**src/hw/rtl/ffsc_pkg.sv**
```systemverilog
// Shared types, constants and command codes of the field follow steering controller.
`default_nettype none
package ffsc_pkg;

  localparam int unsigned MvW      = 13;
  localparam int unsigned BufW     = 10;
  localparam int unsigned LrBufW   = 11;
  localparam int unsigned PatW     = 4;
  localparam int unsigned LevelW   = 2;
  localparam int unsigned CmdW     = 8;
  localparam int unsigned CfgIdxW  = 3;
  localparam int unsigned CfgDataW = 13;
  localparam int unsigned ArithW   = 16;
  localparam int unsigned InDataW  = 40;
  localparam int unsigned OutDataW = 16;

  localparam logic [ArithW-1:0] TrimMv  = 16'd15;
  localparam logic [ArithW-1:0] WidenMv = 16'd25;

  // register indexes
  localparam logic [CfgIdxW-1:0] RegBuffer   = 3'd0;
  localparam logic [CfgIdxW-1:0] RegLrBuffer = 3'd1;
  localparam logic [CfgIdxW-1:0] RegLevel0   = 3'd2;
  localparam logic [CfgIdxW-1:0] RegLevel1   = 3'd3;
  localparam logic [CfgIdxW-1:0] RegLevel2   = 3'd4;
  localparam logic [CfgIdxW-1:0] RegLevel3   = 3'd5;

  localparam logic [BufW-1:0]   BufferRst   = 10'd50;
  localparam logic [LrBufW-1:0] LrBufferRst = 11'd200;
  localparam logic [MvW-1:0]    Level0Rst   = 13'd1100;
  localparam logic [MvW-1:0]    Level1Rst   = 13'd2500;
  localparam logic [MvW-1:0]    Level2Rst   = 13'd2900;
  localparam logic [MvW-1:0]    Level3Rst   = 13'd3750;
  localparam logic [LevelW-1:0] LevelRst    = 2'd2;
  localparam logic [LevelW-1:0] LevelMax    = 2'd3;
  localparam logic [LevelW-1:0] LevelMin    = 2'd0;

  // motor patterns
  localparam logic [PatW-1:0] PatStop      = 4'h0;
  localparam logic [PatW-1:0] PatLine0     = 4'h1;
  localparam logic [PatW-1:0] PatLine1     = 4'h2;
  localparam logic [PatW-1:0] PatLine2     = 4'h4;
  localparam logic [PatW-1:0] PatLine3     = 4'h8;
  localparam logic [PatW-1:0] PatInner     = 4'h6;
  localparam logic [PatW-1:0] PatOuter     = 4'h9;

  // remote command bytes
  localparam logic [CmdW-1:0] CmdTurnA  = 8'd251;
  localparam logic [CmdW-1:0] CmdTurnB  = 8'd253;
  localparam logic [CmdW-1:0] CmdTurnC  = 8'd249;
  localparam logic [CmdW-1:0] CmdParkA  = 8'd24;
  localparam logic [CmdW-1:0] CmdParkB  = 8'd140;
  localparam logic [CmdW-1:0] CmdParkC  = 8'd136;
  localparam logic [CmdW-1:0] CmdNearA  = 8'd55;
  localparam logic [CmdW-1:0] CmdNearB  = 8'd177;
  localparam logic [CmdW-1:0] CmdNearC  = 8'd103;
  localparam logic [CmdW-1:0] CmdNearD  = 8'd39;
  localparam logic [CmdW-1:0] CmdFarA   = 8'd198;
  localparam logic [CmdW-1:0] CmdFarB   = 8'd226;
  localparam logic [CmdW-1:0] CmdFarC   = 8'd230;
  localparam logic [CmdW-1:0] CmdFarD   = 8'd134;

  typedef enum logic [1:0] {
    ManNone = 2'd0,
    ManTurn = 2'd1,
    ManPark = 2'd2
  } man_e;

  typedef struct packed {
    logic              toggle;
    man_e              man;
    logic [LevelW-1:0] level_nxt;
  } cmd_t;

endpackage
`default_nettype wire

```
**src/hw/rtl/ffsc_rules.sv**
```systemverilog
// Prioritized steering rules: picks the motor pattern from one sensor pair.
`default_nettype none
module ffsc_rules (
  input  logic [ffsc_pkg::MvW-1:0]    left_mv_i,
  input  logic [ffsc_pkg::MvW-1:0]    right_mv_i,
  input  logic [ffsc_pkg::MvW-1:0]    target_mv_i,
  input  logic [ffsc_pkg::BufW-1:0]   buffer_mv_i,
  input  logic [ffsc_pkg::LrBufW-1:0] lr_buffer_mv_i,
  input  logic                        backward_i,
  input  logic [ffsc_pkg::PatW-1:0]   held_i,
  output logic [ffsc_pkg::PatW-1:0]   pattern_o
);

  localparam int unsigned AW = ffsc_pkg::ArithW;

  logic signed [AW-1:0] l, r, d, b, w;
  logic signed [AW-1:0] lpb, lmb, rpb, rmb, rml, lmr, lbt, rbt, ww;

  assign l = signed'({{(AW-ffsc_pkg::MvW){1'b0}}, left_mv_i});
  assign r = signed'({{(AW-ffsc_pkg::MvW){1'b0}}, right_mv_i});
  assign d = signed'({{(AW-ffsc_pkg::MvW){1'b0}}, target_mv_i});
  assign b = signed'({{(AW-ffsc_pkg::BufW){1'b0}}, buffer_mv_i});
  assign w = signed'({{(AW-ffsc_pkg::LrBufW){1'b0}}, lr_buffer_mv_i});

  assign lpb = l + b;
  assign lmb = l - b;
  assign rpb = r + b;
  assign rmb = r - b;
  assign rml = r - l;
  assign lmr = l - r;
  assign lbt = lpb - signed'(ffsc_pkg::TrimMv);
  assign rbt = rpb - signed'(ffsc_pkg::TrimMv);
  assign ww  = w + signed'(ffsc_pkg::WidenMv);

  // later rules override earlier ones; no match holds the last pattern
  always_comb begin
    pattern_o = held_i;
    if (!backward_i) begin
      if (lpb < d && lpb < r) pattern_o = ffsc_pkg::PatLine1;
      if (rpb < d && rpb < l) pattern_o = ffsc_pkg::PatLine2;
      if (lmb > d && l > rbt) pattern_o = ffsc_pkg::PatLine0;
      if (rmb > d && r > lbt) pattern_o = ffsc_pkg::PatLine3;
      if (rmb < d && lmb < d && (rml < w || lmr < w)) pattern_o = ffsc_pkg::PatInner;
      if (rmb > d && lmb > d && (rml < ww || lmr < ww)) pattern_o = ffsc_pkg::PatOuter;
    end else begin
      if (rmb > d && r > l) pattern_o = ffsc_pkg::PatLine0;
      if (lmb > d && l > r) pattern_o = ffsc_pkg::PatLine3;
      if (rpb < d && r < l) pattern_o = ffsc_pkg::PatLine1;
      if (lpb < d && l < r) pattern_o = ffsc_pkg::PatLine2;
      if (rpb > d && lpb > d && rml < w) pattern_o = ffsc_pkg::PatInner;
      if (rpb < d && lpb < d && rml < w) pattern_o = ffsc_pkg::PatOuter;
    end
  end

endmodule
`default_nettype wire

```
**src/hw/rtl/ffsc_cmd.sv**
```systemverilog
// Remote command decoder: turn, park and distance level steps.
`default_nettype none
module ffsc_cmd (
  input  logic [ffsc_pkg::CmdW-1:0]   command_byte_i,
  input  logic [ffsc_pkg::LevelW-1:0] level_i,
  output ffsc_pkg::cmd_t              cmd_o
);

  always_comb begin
    cmd_o.toggle    = 1'b0;
    cmd_o.man       = ffsc_pkg::ManNone;
    cmd_o.level_nxt = level_i;
    unique case (command_byte_i)
      ffsc_pkg::CmdTurnA, ffsc_pkg::CmdTurnB, ffsc_pkg::CmdTurnC: begin
        cmd_o.toggle = 1'b1;
        cmd_o.man    = ffsc_pkg::ManTurn;
      end
      ffsc_pkg::CmdParkA, ffsc_pkg::CmdParkB, ffsc_pkg::CmdParkC: begin
        cmd_o.man = ffsc_pkg::ManPark;
      end
      ffsc_pkg::CmdNearA, ffsc_pkg::CmdNearB, ffsc_pkg::CmdNearC,
      ffsc_pkg::CmdNearD: begin
        if (level_i != ffsc_pkg::LevelMax) cmd_o.level_nxt = level_i + 2'd1;
      end
      ffsc_pkg::CmdFarA, ffsc_pkg::CmdFarB, ffsc_pkg::CmdFarC,
      ffsc_pkg::CmdFarD: begin
        if (level_i != ffsc_pkg::LevelMin) cmd_o.level_nxt = level_i - 2'd1;
      end
      default: begin
        cmd_o.toggle = 1'b0;
      end
    endcase
  end

endmodule
`default_nettype wire

```
**src/hw/rtl/field_follow_steering_controller_core.sv**
```systemverilog
// Top level of the field follow steering controller: registers, handshakes, state.
//
// Input stream (s_axis): tuser carries the opcode (0 sensor pair, 1 command
// byte); tdata carries left_mv, right_mv and command_byte. Each transfer gives
// exactly one result on the output stream (m_axis) with the motor pattern,
// manoeuvre request, orientation and distance level after that item.
// An input transfer loads the input register, and the rule and command logic
// feed the result register, which drives the output stream.
// Throughput is one item per cycle while m_axis_tready stays high; the rule
// compares and the level mux between those two registers set the clock period.
// When the receiver holds m_axis_tready low, the result register holds and the
// input register fills; s_axis_tready drops only when both are occupied.
// Configuration writes land on the cfg channel (always ready) and should be
// issued while no item is in flight; indexes above five are dropped.
// Reset: registers return to 50, 200, 1100, 2500, 2900, 3750 mV, motors stop,
// orientation forward, distance level two, both stages empty.
`default_nettype none
module field_follow_steering_controller_core (
  input  logic                              clk_i,
  input  logic                              rst_ni,
  input  logic                              s_axis_tvalid,
  output logic                              s_axis_tready,
  // tdata: [12:0] left_mv, [25:13] right_mv, [33:26] command_byte, [39:34] zero
  input  logic [ffsc_pkg::InDataW-1:0]      s_axis_tdata,
  // tuser: [0] opcode
  input  logic                              s_axis_tuser,
  output logic                              m_axis_tvalid,
  input  logic                              m_axis_tready,
  // tdata: [3:0] motor_pattern, [5:4] manoeuvre, [6] backward_mode,
  //        [8:7] level_now, [15:9] zero
  output logic [ffsc_pkg::OutDataW-1:0]     m_axis_tdata,
  input  logic                              cfg_valid_i,
  output logic                              cfg_ready_o,
  input  logic [ffsc_pkg::CfgIdxW-1:0]      cfg_index_i,
  input  logic [ffsc_pkg::CfgDataW-1:0]     cfg_data_i
);

  localparam int unsigned MvW = ffsc_pkg::MvW;
  localparam int unsigned LvW = ffsc_pkg::LevelW;
  localparam int unsigned PtW = ffsc_pkg::PatW;

  // configuration
  logic [ffsc_pkg::BufW-1:0]   buffer_q;
  logic [ffsc_pkg::LrBufW-1:0] lr_buffer_q;
  logic [MvW-1:0]              level0_q, level1_q, level2_q, level3_q;

  // input stage
  logic                        in_valid_q;
  logic                        opcode_q;
  logic [MvW-1:0]              left_q, right_q;
  logic [ffsc_pkg::CmdW-1:0]   cmd_byte_q;

  // controller state
  logic [PtW-1:0] held_q, held_d;
  logic           orient_q, orient_d;
  logic [LvW-1:0] level_q, level_d;
  ffsc_pkg::man_e man_d;

  // result stage
  logic                            out_valid_q;
  logic [ffsc_pkg::OutDataW-1:0]   out_data_q, out_data_d;

  logic           advance;
  logic           s_fire;
  logic [MvW-1:0] target_mv;
  logic [PtW-1:0] rule_pat;
  ffsc_pkg::cmd_t cmd;

  assign cfg_ready_o   = 1'b1;
  assign advance       = in_valid_q && (!out_valid_q || m_axis_tready);
  assign s_axis_tready = !in_valid_q || advance;
  assign s_fire        = s_axis_tvalid && s_axis_tready;
  assign m_axis_tvalid = out_valid_q;
  assign m_axis_tdata  = out_data_q;

  always_ff @(posedge clk_i or negedge rst_ni) begin
    if (!rst_ni) begin
      buffer_q    <= ffsc_pkg::BufferRst;
      lr_buffer_q <= ffsc_pkg::LrBufferRst;
      level0_q    <= ffsc_pkg::Level0Rst;
      level1_q    <= ffsc_pkg::Level1Rst;
      level2_q    <= ffsc_pkg::Level2Rst;
      level3_q    <= ffsc_pkg::Level3Rst;
    end else if (cfg_valid_i) begin
      unique case (cfg_index_i)
        ffsc_pkg::RegBuffer:   buffer_q    <= cfg_data_i[ffsc_pkg::BufW-1:0];
        ffsc_pkg::RegLrBuffer: lr_buffer_q <= cfg_data_i[ffsc_pkg::LrBufW-1:0];
        ffsc_pkg::RegLevel0:   level0_q    <= cfg_data_i[MvW-1:0];
        ffsc_pkg::RegLevel1:   level1_q    <= cfg_data_i[MvW-1:0];
        ffsc_pkg::RegLevel2:   level2_q    <= cfg_data_i[MvW-1:0];
        ffsc_pkg::RegLevel3:   level3_q    <= cfg_data_i[MvW-1:0];
        default: begin
        end
      endcase
    end
  end

  always_comb begin
    unique case (level_q)
      2'd0:    target_mv = level0_q;
      2'd1:    target_mv = level1_q;
      2'd2:    target_mv = level2_q;
      default: target_mv = level3_q;
    endcase
  end

  ffsc_rules u_rules (
    .left_mv_i      (left_q),
    .right_mv_i     (right_q),
    .target_mv_i    (target_mv),
    .buffer_mv_i    (buffer_q),
    .lr_buffer_mv_i (lr_buffer_q),
    .backward_i     (orient_q),
    .held_i         (held_q),
    .pattern_o      (rule_pat)
  );

  ffsc_cmd u_cmd (
    .command_byte_i (cmd_byte_q),
    .level_i        (level_q),
    .cmd_o          (cmd)
  );

  always_comb begin
    if (opcode_q) begin
      held_d   = ffsc_pkg::PatStop;
      orient_d = orient_q ^ cmd.toggle;
      level_d  = cmd.level_nxt;
      man_d    = cmd.man;
    end else begin
      held_d   = rule_pat;
      orient_d = orient_q;
      level_d  = level_q;
      man_d    = ffsc_pkg::ManNone;
    end
    out_data_d = {{(ffsc_pkg::OutDataW-PtW-LvW-3){1'b0}},
                  level_d, orient_d, man_d, held_d};
  end

  always_ff @(posedge clk_i or negedge rst_ni) begin
    if (!rst_ni) begin
      in_valid_q  <= 1'b0;
      out_valid_q <= 1'b0;
      held_q      <= ffsc_pkg::PatStop;
      orient_q    <= 1'b0;
      level_q     <= ffsc_pkg::LevelRst;
    end else begin
      if (s_fire) begin
        in_valid_q <= 1'b1;
      end else if (advance) begin
        in_valid_q <= 1'b0;
      end
      if (advance) begin
        out_valid_q <= 1'b1;
        held_q      <= held_d;
        orient_q    <= orient_d;
        level_q     <= level_d;
      end else if (m_axis_tready) begin
        out_valid_q <= 1'b0;
      end
    end
  end

  // payload registers
  always_ff @(posedge clk_i) begin
    if (s_fire) begin
      opcode_q   <= s_axis_tuser;
      left_q     <= s_axis_tdata[MvW-1:0];
      right_q    <= s_axis_tdata[2*MvW-1:MvW];
      cmd_byte_q <= s_axis_tdata[2*MvW+ffsc_pkg::CmdW-1:2*MvW];
    end
    if (advance) begin
      out_data_q <= out_data_d;
    end
  end

endmodule
`default_nettype wire
```
**config.mk**
```make
export PLATFORM = sky130hd
export DESIGN_NAME = field_follow_steering_controller_core
export DESIGN_NICKNAME = d
export VERILOG_FILES = /design/src/hw/rtl/ffsc_pkg.sv /design/src/hw/rtl/ffsc_rules.sv /design/src/hw/rtl/ffsc_cmd.sv /design/src/hw/rtl/field_follow_steering_controller_core.sv
export SDC_FILE = /design/constraint.sdc
export NUM_CORES = 1
export LEC_CHECK = 0
export BUFFER_PORTS_ARGS = -buffer_cell sky130_fd_sc_hd__buf_2
export CORE_MARGIN = 2
export CORE_UTILIZATION = 45
export DETAILED_ROUTE_END_ITERATION = 16
export SETUP_SLACK_MARGIN = 0.05
export SLEW_MARGIN = 20
export SYNTH_ARGS = -nofsm -noshare
export SYNTH_HDL_FRONTEND = slang
export SYNTH_HIERARCHICAL = 1
export SYNTH_SLANG_ARGS = --single-unit
```
**constraint.sdc**
```tcl
create_clock -name clk_i -period 7.3 [get_ports clk_i]
set_input_delay 1.095 -clock clk_i [delete_from_list [all_inputs] [get_ports clk_i]]
set_output_delay 1.095 -clock clk_i [all_outputs]
set_load 0.01 [all_outputs]
```
==> run metrics, run 1 <==
area enclosed by the die boundary=slightly above 0.03 mm²; slack of the worst reg-to-reg path=between 1000 and 1500 ps; number of flops mapped to enable cells by yosys=44; Worst path depth=19; overall power consumption=4.52 mW; Tightest Hold Check Type=primary input to async pin; worst supply voltage drop on vdd=0.000212 V; Final Slew Violations=0; mean cell area of the mapped netlist=9.62 µm²; Nets=1693; classification of the worst setup path=flip-flop to flip-flop; global-route wire length before repair=about 58000 µm; Critical Path Slowest Stage Cell=a211oi_1; cell count after synthesis=around 1.4k; # clock sinks=126; parity-gate share of the synthesized area counting xor and xnor cells=0.0550; Longest Clk Path Bufs=2; Crit path largest cell delay=860 ps; endpoints failing hold=0; CP delay by family, top=compound AO/OA/AOI/OAI gates; post-synthesis async set-or-reset flop share=0.651; Final Util=0.498; number of detailed-routing iterations run before antenna repair=7; Chip Height=approximately 170 µm; Root Buffer Master=clkbuf_16; initial core utilization=0.456; CP endpoint=held_q[0]$_DFFE_PN0P_; ratio of total power to cell area=roughly 320 mW/mm²; Vias=~11k; final estimated routing congestion in global placement=slightly below 1; Worst Max-Slew Pin Slew=roughly 1000 ps; yosys warns=6; library cell occupying the most area in the post-synthesis netlist=ha_1; Max FO, Critical Path=9; required time at the worst-slack endpoint=between 7000 and 8000 ps; synthesized-area fraction occupied by and/or/nand/nor cells=0.145; Clock Latency Late Sink=~430 ps; Total Wirelength=between 30000 and 40000 µm; max-cap check violation count=0; cells along the critical path=inv_1 > ha_1 > inv_1 > nor4_1 > or2_2 > nor3_1 > a211oi_1 > ha_1 > a21oi_1 > o221ai_1 > a21o_1 > a221oi_1 > nand3_1 > nor3_1 > o311ai_1 > o32ai_1 > nor3b_1 > nor2b_1 > mux2_2; final period demand of the worst path=6130 ps; post-DP HPWL=between 30000 and 40000 µm; Worst Path Buf+Inv=2; vias per std cell=around 6; pin count of the biggest net entering global routing=80; Max Freq=163 MHz; share of post-route cells with drive strength above 1=0.186; Clock transition at path regs=about 60 ps; number of antenna violations at the first check in global routing=0; buffers inserted during post-CTS setup optimization=0; final period utilization=0.839; top cells by count, synth=ha_1 (215), inv_1 (114), a21oi_1 (81), mux2_2 (81), nor2_1 (67); number of hold buffers added after CTS=0; DRC violation total after the first TritonRoute iteration=850; placeable core area=roughly 0.029 mm²; Post-Route Hold Slack=about 460 ps; combined area of all synthesized cells=about 0.013 mm²; worst slew slack as a fraction of its limit=0.304; top-level I/O count=a little over 80; Overall Global Routing Usage=0.246; number of global-route vias before repair=approximately 11k; worst path setup slack after routing=between 1000 and 1500 ps; most used flip-flop cell after synthesis=dfrtp_1; Worst Reg-to-Reg Cells=19; post-placement setup slack=~1400 ps; CTS tree=done; DRC Markers=0; run status=finished clean; number of distinct library cells after synthesis=93; summed negative setup slack over all endpoints=0 ps; antenna-violating nets left=0; portion of the post-synthesis area used by sequential elements=0.261; cell types with the largest area share after synthesis=ha_1 (21%), dfrtp_1 (10%), edfxtp_1 (10%); area share of the largest cell type after synthesis=0.206; unrepaired setup endpoints after global routing=no; die width=between 150 and 200 µm; total grt overflow=0; setup-violating endpoint count in the final report=0; per-cell routed wire length=around 21 µm; # H-tree levels=4; skew final=approximately 15 ps; area growth from synthesis to layout=9.22%; row count=between 60 and 70; element type at the critical path end=flip-flop; launch point of the worst path=buffer_q[4]$_DFFE_PN1P_; leakage power of the design=around 6.3 nW; number of buffers added by the clock tree synthesis step=17; CP Launch Type=flip-flop; dominant combinational cell family by area after synthesis=adder cells; Port-buffer cells=66; endpoint of the lowest-slack register-to-register path=held_q[0]$_DFFE_PN0P_; synthesized-area fraction occupied by adder cells=0.215; multiplexer fraction of the synthesized cell area=0.0961; Synth Register Bits=roughly 130; area fraction in compound gates after synthesis=0.175; quantity of gates resized following cts=0; Data arrival, critical path=6440 ps; most common cell in the synthesized netlist=ha_1; worst r2r src=buffer_q[4]$_DFFE_PN1P_
-- worst register-to-register path, cell delays in order (launching register included) --
cell and delay (ps):
dfstp_2 590, inv_1 80, ha_1 460, inv_1 100, nor4_1 590, or2_2 240, nor3_1 80, a211oi_1 860
ha_1 410, a21oi_1 140, o221ai_1 130, a21o_1 200, a221oi_1 380, nand3_1 250, nor3_1 490, o311ai_1 180
o32ai_1 310, nor3b_1 90, nor2b_1 150, mux2_2 270
-- per-stage QoR --
stage	instance area (µm²)	std cells
after floorplan	13100	1364
after global placement	13700	1774
after detailed placement	13700	1774
after CTS	14200	1806
after global routing	14300	1807
final	14300	1808
-- how the worst min path moves through the flow --
| stage | to | slack, ps | cells after the start |
|---|---|---|---|
| 3_5_place_dp | level2_q[7]$_DFFE_PN0P_ | 490 | 1 |
| 6_report | in_valid_q$_DFFE_PN0P_ | 460 | 1 |
| 5_1_grt | m_axis_tvalid$_DFFE_PN0P_ | 440 | 1 |
| 4_1_cts | in_valid_q$_DFFE_PN0P_ | 440 | 1 |
| 2_1_floorplan | level3_q[0]$_DFFE_PN0P_ | 470 | 1 |
| 3_3_place_gp | level3_q[6]$_DFFE_PN0P_ | 480 | 1 |
-- metal layers --
layer	vias to the layer above	global-route usage	share of wire
li1	5127	-	-
met1	5336	0.324	0.45
met2	274	0.422	0.48
met3	52	0.0306	0.043
met4	0	0.0753	0.024
met5	-	0	0
-- registers in the layout, indices dropped and copies added, names as in the netlist, 10 cells and up --
| register | flops |
|---|---|
| level0_q | 13 |
| left_q | 13 |
| level2_q | 13 |
| level1_q | 13 |
| buffer_q | 10 |
| lr_buffer_q | 11 |
| right_q | 13 |
| level3_q | 13 |
-- layout by cell type (no fill, tap or decap), drive strengths merged, types with 9 or more instances in the layout --
cell	count
o21ai	50
inv	119
ha	215
clkbuf	18
and3	10
nor4	14
buf	71
mux4	13
o21a	20
xnor2	64
a21oi	81
nand2	54
nor2b	21
nor3	26
o211ai	15
mux2	81
and2	13
dfstp	29
nand4	23
o21bai	12
xor2	18
nor2	68
o31ai	17
or2	13
nand3	44
dfrtp	53
a211oi	17
edfxtp	44
a2111oi	9
o31a	9
a21o	29
nand2b	23
-- report_power, final --
group,leakage (nW),switching [mW],internal [mW]
clock network,0.263,0.361,0.439
registers,1.37,0.111,0.892
logic,4.69,1.59,1.13
-- layout make-up --
| class | count | area (µm²) |
|---|---|---|
| antenna | 1 | 2.50 |
| clock buffer | 18 | 429 |
| clock inverter | 14 | 109 |
| fill | 2651 | 14400 |
| inverter | 115 | 432 |
| multi-input combinational | 1079 | 9010 |
| sequential | 126 | 3410 |
| tap | 384 | 480 |
| timing repair buffer | 71 | 390 |
-- logic make-up (layout without fill, tap and decap cells) --
logic type / after synthesis / after routing
AO/OA/AOI/OAI: 324 / 324
adder cells (fa/ha/maj): 221 / 221
multiplexers: 99 / 99
other: 2 / 9
buffers and inverters: 159 / 218
AND/OR/NAND/NOR: 345 / 345
XOR/XNOR: 82 / 82
flip-flops: 126 / 126
No activity file was read; power rests on OpenSTA's default activity.
==> inputs of run 2 (changes only) <==
==> constraint.sdc (replaced) <==
create_clock -name clk_i -period 6.3 [get_ports clk_i]
set_input_delay 0.945 -clock clk_i [delete_from_list [all_inputs] [get_ports clk_i]]
set_output_delay 0.945 -clock clk_i [all_outputs]
set_load 0.01 [all_outputs]
==> run 2 against run 1 <==
  * Utilization up 0.22 points
  * Total power up 17%
  * Sequential cell count unchanged
  * Worst hold slack worse by 130 ps
  * Count of clock-buffer cells in the layout unchanged
  * Via count down 0.62%
  * Clock skew up 13 ps
  * Die area unchanged
  * Wire length about the same
  * Critical endpoint is now held_q[1]$_DFFE_PN0P_
==> run metrics, run 2 (synthesis results as in run 1) <==
summed negative setup slack over all endpoints=0 ps; worst r2r src=right_q[1]$_DFFE_PP_; most frequent cells in the layout=ha_1 (215), inv_1 (114), mux2_2 (81), a21oi_1 (81), nor2_1 (67); number of hold buffers added after CTS=0; required time at the worst-slack endpoint=between 6000 and 7000 ps; Tightest Hold Check Type=primary input to async pin; Data arrival, critical path=6370 ps; Clock transition at path regs=60 ps; endpoint of the lowest-slack register-to-register path=held_q[1]$_DFFE_PN0P_; Critical Path Slowest Stage Cell=nor3_1; Max Freq=roughly 170 MHz; endpoints failing hold=0; CP delay by family, top=compound AO/OA/AOI/OAI gates; Crit path largest cell delay=roughly 590 ps; CP Launch Type=flip-flop; antenna-violating nets left=0; Total Wirelength=37200 µm; Sequential Power Share=0.223; max-cap check violation count=0; Clock Power Share=0.181; die width=between 150 and 200 µm; unrepaired setup endpoints after global routing=no; area growth from synthesis to layout=9.70%; Clock Latency Late Sink=between 400 and 500 ps; Final Util=0.500; Nets=around 1.7k; Post-Route Hold Slack=approximately 320 ps; number of global-route vias before repair=around 11k; Root Buffer Master=clkbuf_16; filler cell count in the final layout=between 2k and 3k; Longest Clk Path Bufs=2; run status=finished clean; post-DP HPWL=30200 µm; Overall Global Routing Usage=0.251; slack of the worst reg-to-reg path=300 ps; row count=62; Worst Reg-to-Reg Cells=22; Chip Height=174 µm; initial core utilization=0.456; Worst Max-Slew Pin Slew=about 1000 ps; net switching fraction of the power=0.450; element type at the critical path end=flip-flop; pin count of the biggest net entering global routing=between 70 and 80; ratio of total power to cell area=371 mW/mm²; top-level I/O count=81; number of antenna violations at the first check in global routing=1; per-cell routed wire length=slightly above 20 µm; number of diodes=0; Psw=about 2.4 mW; DRC violation total after the first TritonRoute iteration=between 700 and 800; leakage power of the design=approximately 6.4 nW; placeable core area=0.0286 mm²; Port-buffer cells=66; Vias=~11k; Max FO, Critical Path=7; Internal Pwr Total=approximately 2.9 mW; global-route wire length before repair=roughly 59000 µm; CP endpoint=held_q[1]$_DFFE_PN0P_; Final Slew Violations=0; skew final=between 20 and 30 ps; total grt overflow=0; part of the total power dissipated in combinational logic=0.597; setup-violating endpoint count in the final report=0; final period utilization=0.953; vias per std cell=slightly below 6; classification of the worst setup path=flip-flop to flip-flop; final estimated routing congestion in global placement=about 0.96; area enclosed by the die boundary=just over 0.03 mm²; number of detailed-routing iterations run before antenna repair=5; # H-tree levels=4; CTS tree=done; overall power consumption=5.31 mW; commonest non-fill, non-tap cell in the layout=ha_1; final period demand of the worst path=~6000 ps; worst supply voltage drop on vdd=roughly 0.00023 V; # clock sinks=~130; Worst path depth=22; Worst Path Buf+Inv=2; worst slew slack as a fraction of its limit=0.327; share of post-route cells with drive strength above 1=0.191; number of buffers added by the clock tree synthesis step=17; DRC Markers=0; launch point of the worst path=right_q[1]$_DFFE_PP_; cells along the critical path=inv_1 > fa_1 > o21bai_1 > a21oi_1 > xnor2_1 > inv_1 > nor3_1 > o2111ai_1 > nor3_1 > xnor2_1 > ha_1 > nand3_1 > a21oi_1 > a2111oi_0 > o21ai_0 > o211ai_1 > and4b_1 > o41a_1 > or2_1 > o311ai_1 > nor2b_1 > mux2_2
[run 2: cell types whose count changed in the layout (fill, tap and decap cells not counted)]
cell / previous run / this run
a2111oi_0: 5 / 4
a2111oi_1: 0 / 1
buf_16: 1 / 0
buf_4: 5 / 14
bufinv_16: 0 / 1
clkinv_2: 3 / 2
clkinvlp_4: 2 / 1
diode_2: 1 / 0
inv_4: 1 / 2
[run 2: per-stage QoR]
step / std cells / cell area [µm²] / setup WS (ps)
final: 1815 / 14300 / 295
after global routing: 1815 / 14300 / 54.7
after CTS: 1815 / 14300 / 456
after detailed placement: 1783 / 13800 / 482
after global placement: 1783 / 13800 / 581
after floorplan: 1364 / 13100 / 1520
[run 2: area by class of cell]
cell class	count	area (µm²)	share of cell area
clock buffers	18	429	0.0300
clock inverters	14	133	0.00926
repair buffers	79	430	0.0300
inverters	115	432	0.0301
flip-flops and latches	126	3410	0.238
multi-input cells	1079	9010	0.629
well taps	384	480	0.0335
[run 2: timing repair]
| action | 4_1_cts | 5_1_grt |
|---|---|---|
| buffers inserted | 0 | 0 |
| resized for setup | 0 | 1 |
| endpoints found under the setup margin | 0 | 5 |
[run 2: worst min-delay path by stage]
stage,start,end
after CTS,rst_ni,in_valid_q$_DFFE_PN0P_
final,rst_ni,m_axis_tvalid$_DFFE_PN0P_
after detailed placement,level3_q[0]$_DFFE_PN0P_,level3_q[0]$_DFFE_PN0P_
after floorplan,level3_q[0]$_DFFE_PN0P_,level3_q[0]$_DFFE_PN0P_
after global placement,level1_q[5]$_DFFE_PN0P_,level1_q[5]$_DFFE_PN0P_
after global routing,rst_ni,in_valid_q$_DFFE_PN0P_
[run 2: routing by layer]
layer  global-route usage  wire, µm  part of all wire
met1                0.335     16800              0.45
met2                0.413     17500              0.47
met4                0.106      1390             0.037
met5                    0         0                 0
met3               0.0284      1480             0.040
[run 2: power by group through the flow]
| stage | sequential (mW) | combinational, mW | clock [mW] |
|---|---|---|---|
| finish | 1.18 | 3.17 | 0.960 |
| detailed placement | 1.20 | 3.10 | 0 |
| global route | 1.21 | 3.51 | 1.02 |
| floorplan | 1.13 | 2.29 | 0 |
| CTS | 1.18 | 3.13 | 0.987 |
| global placement | 1.19 | 3.04 | 0 |
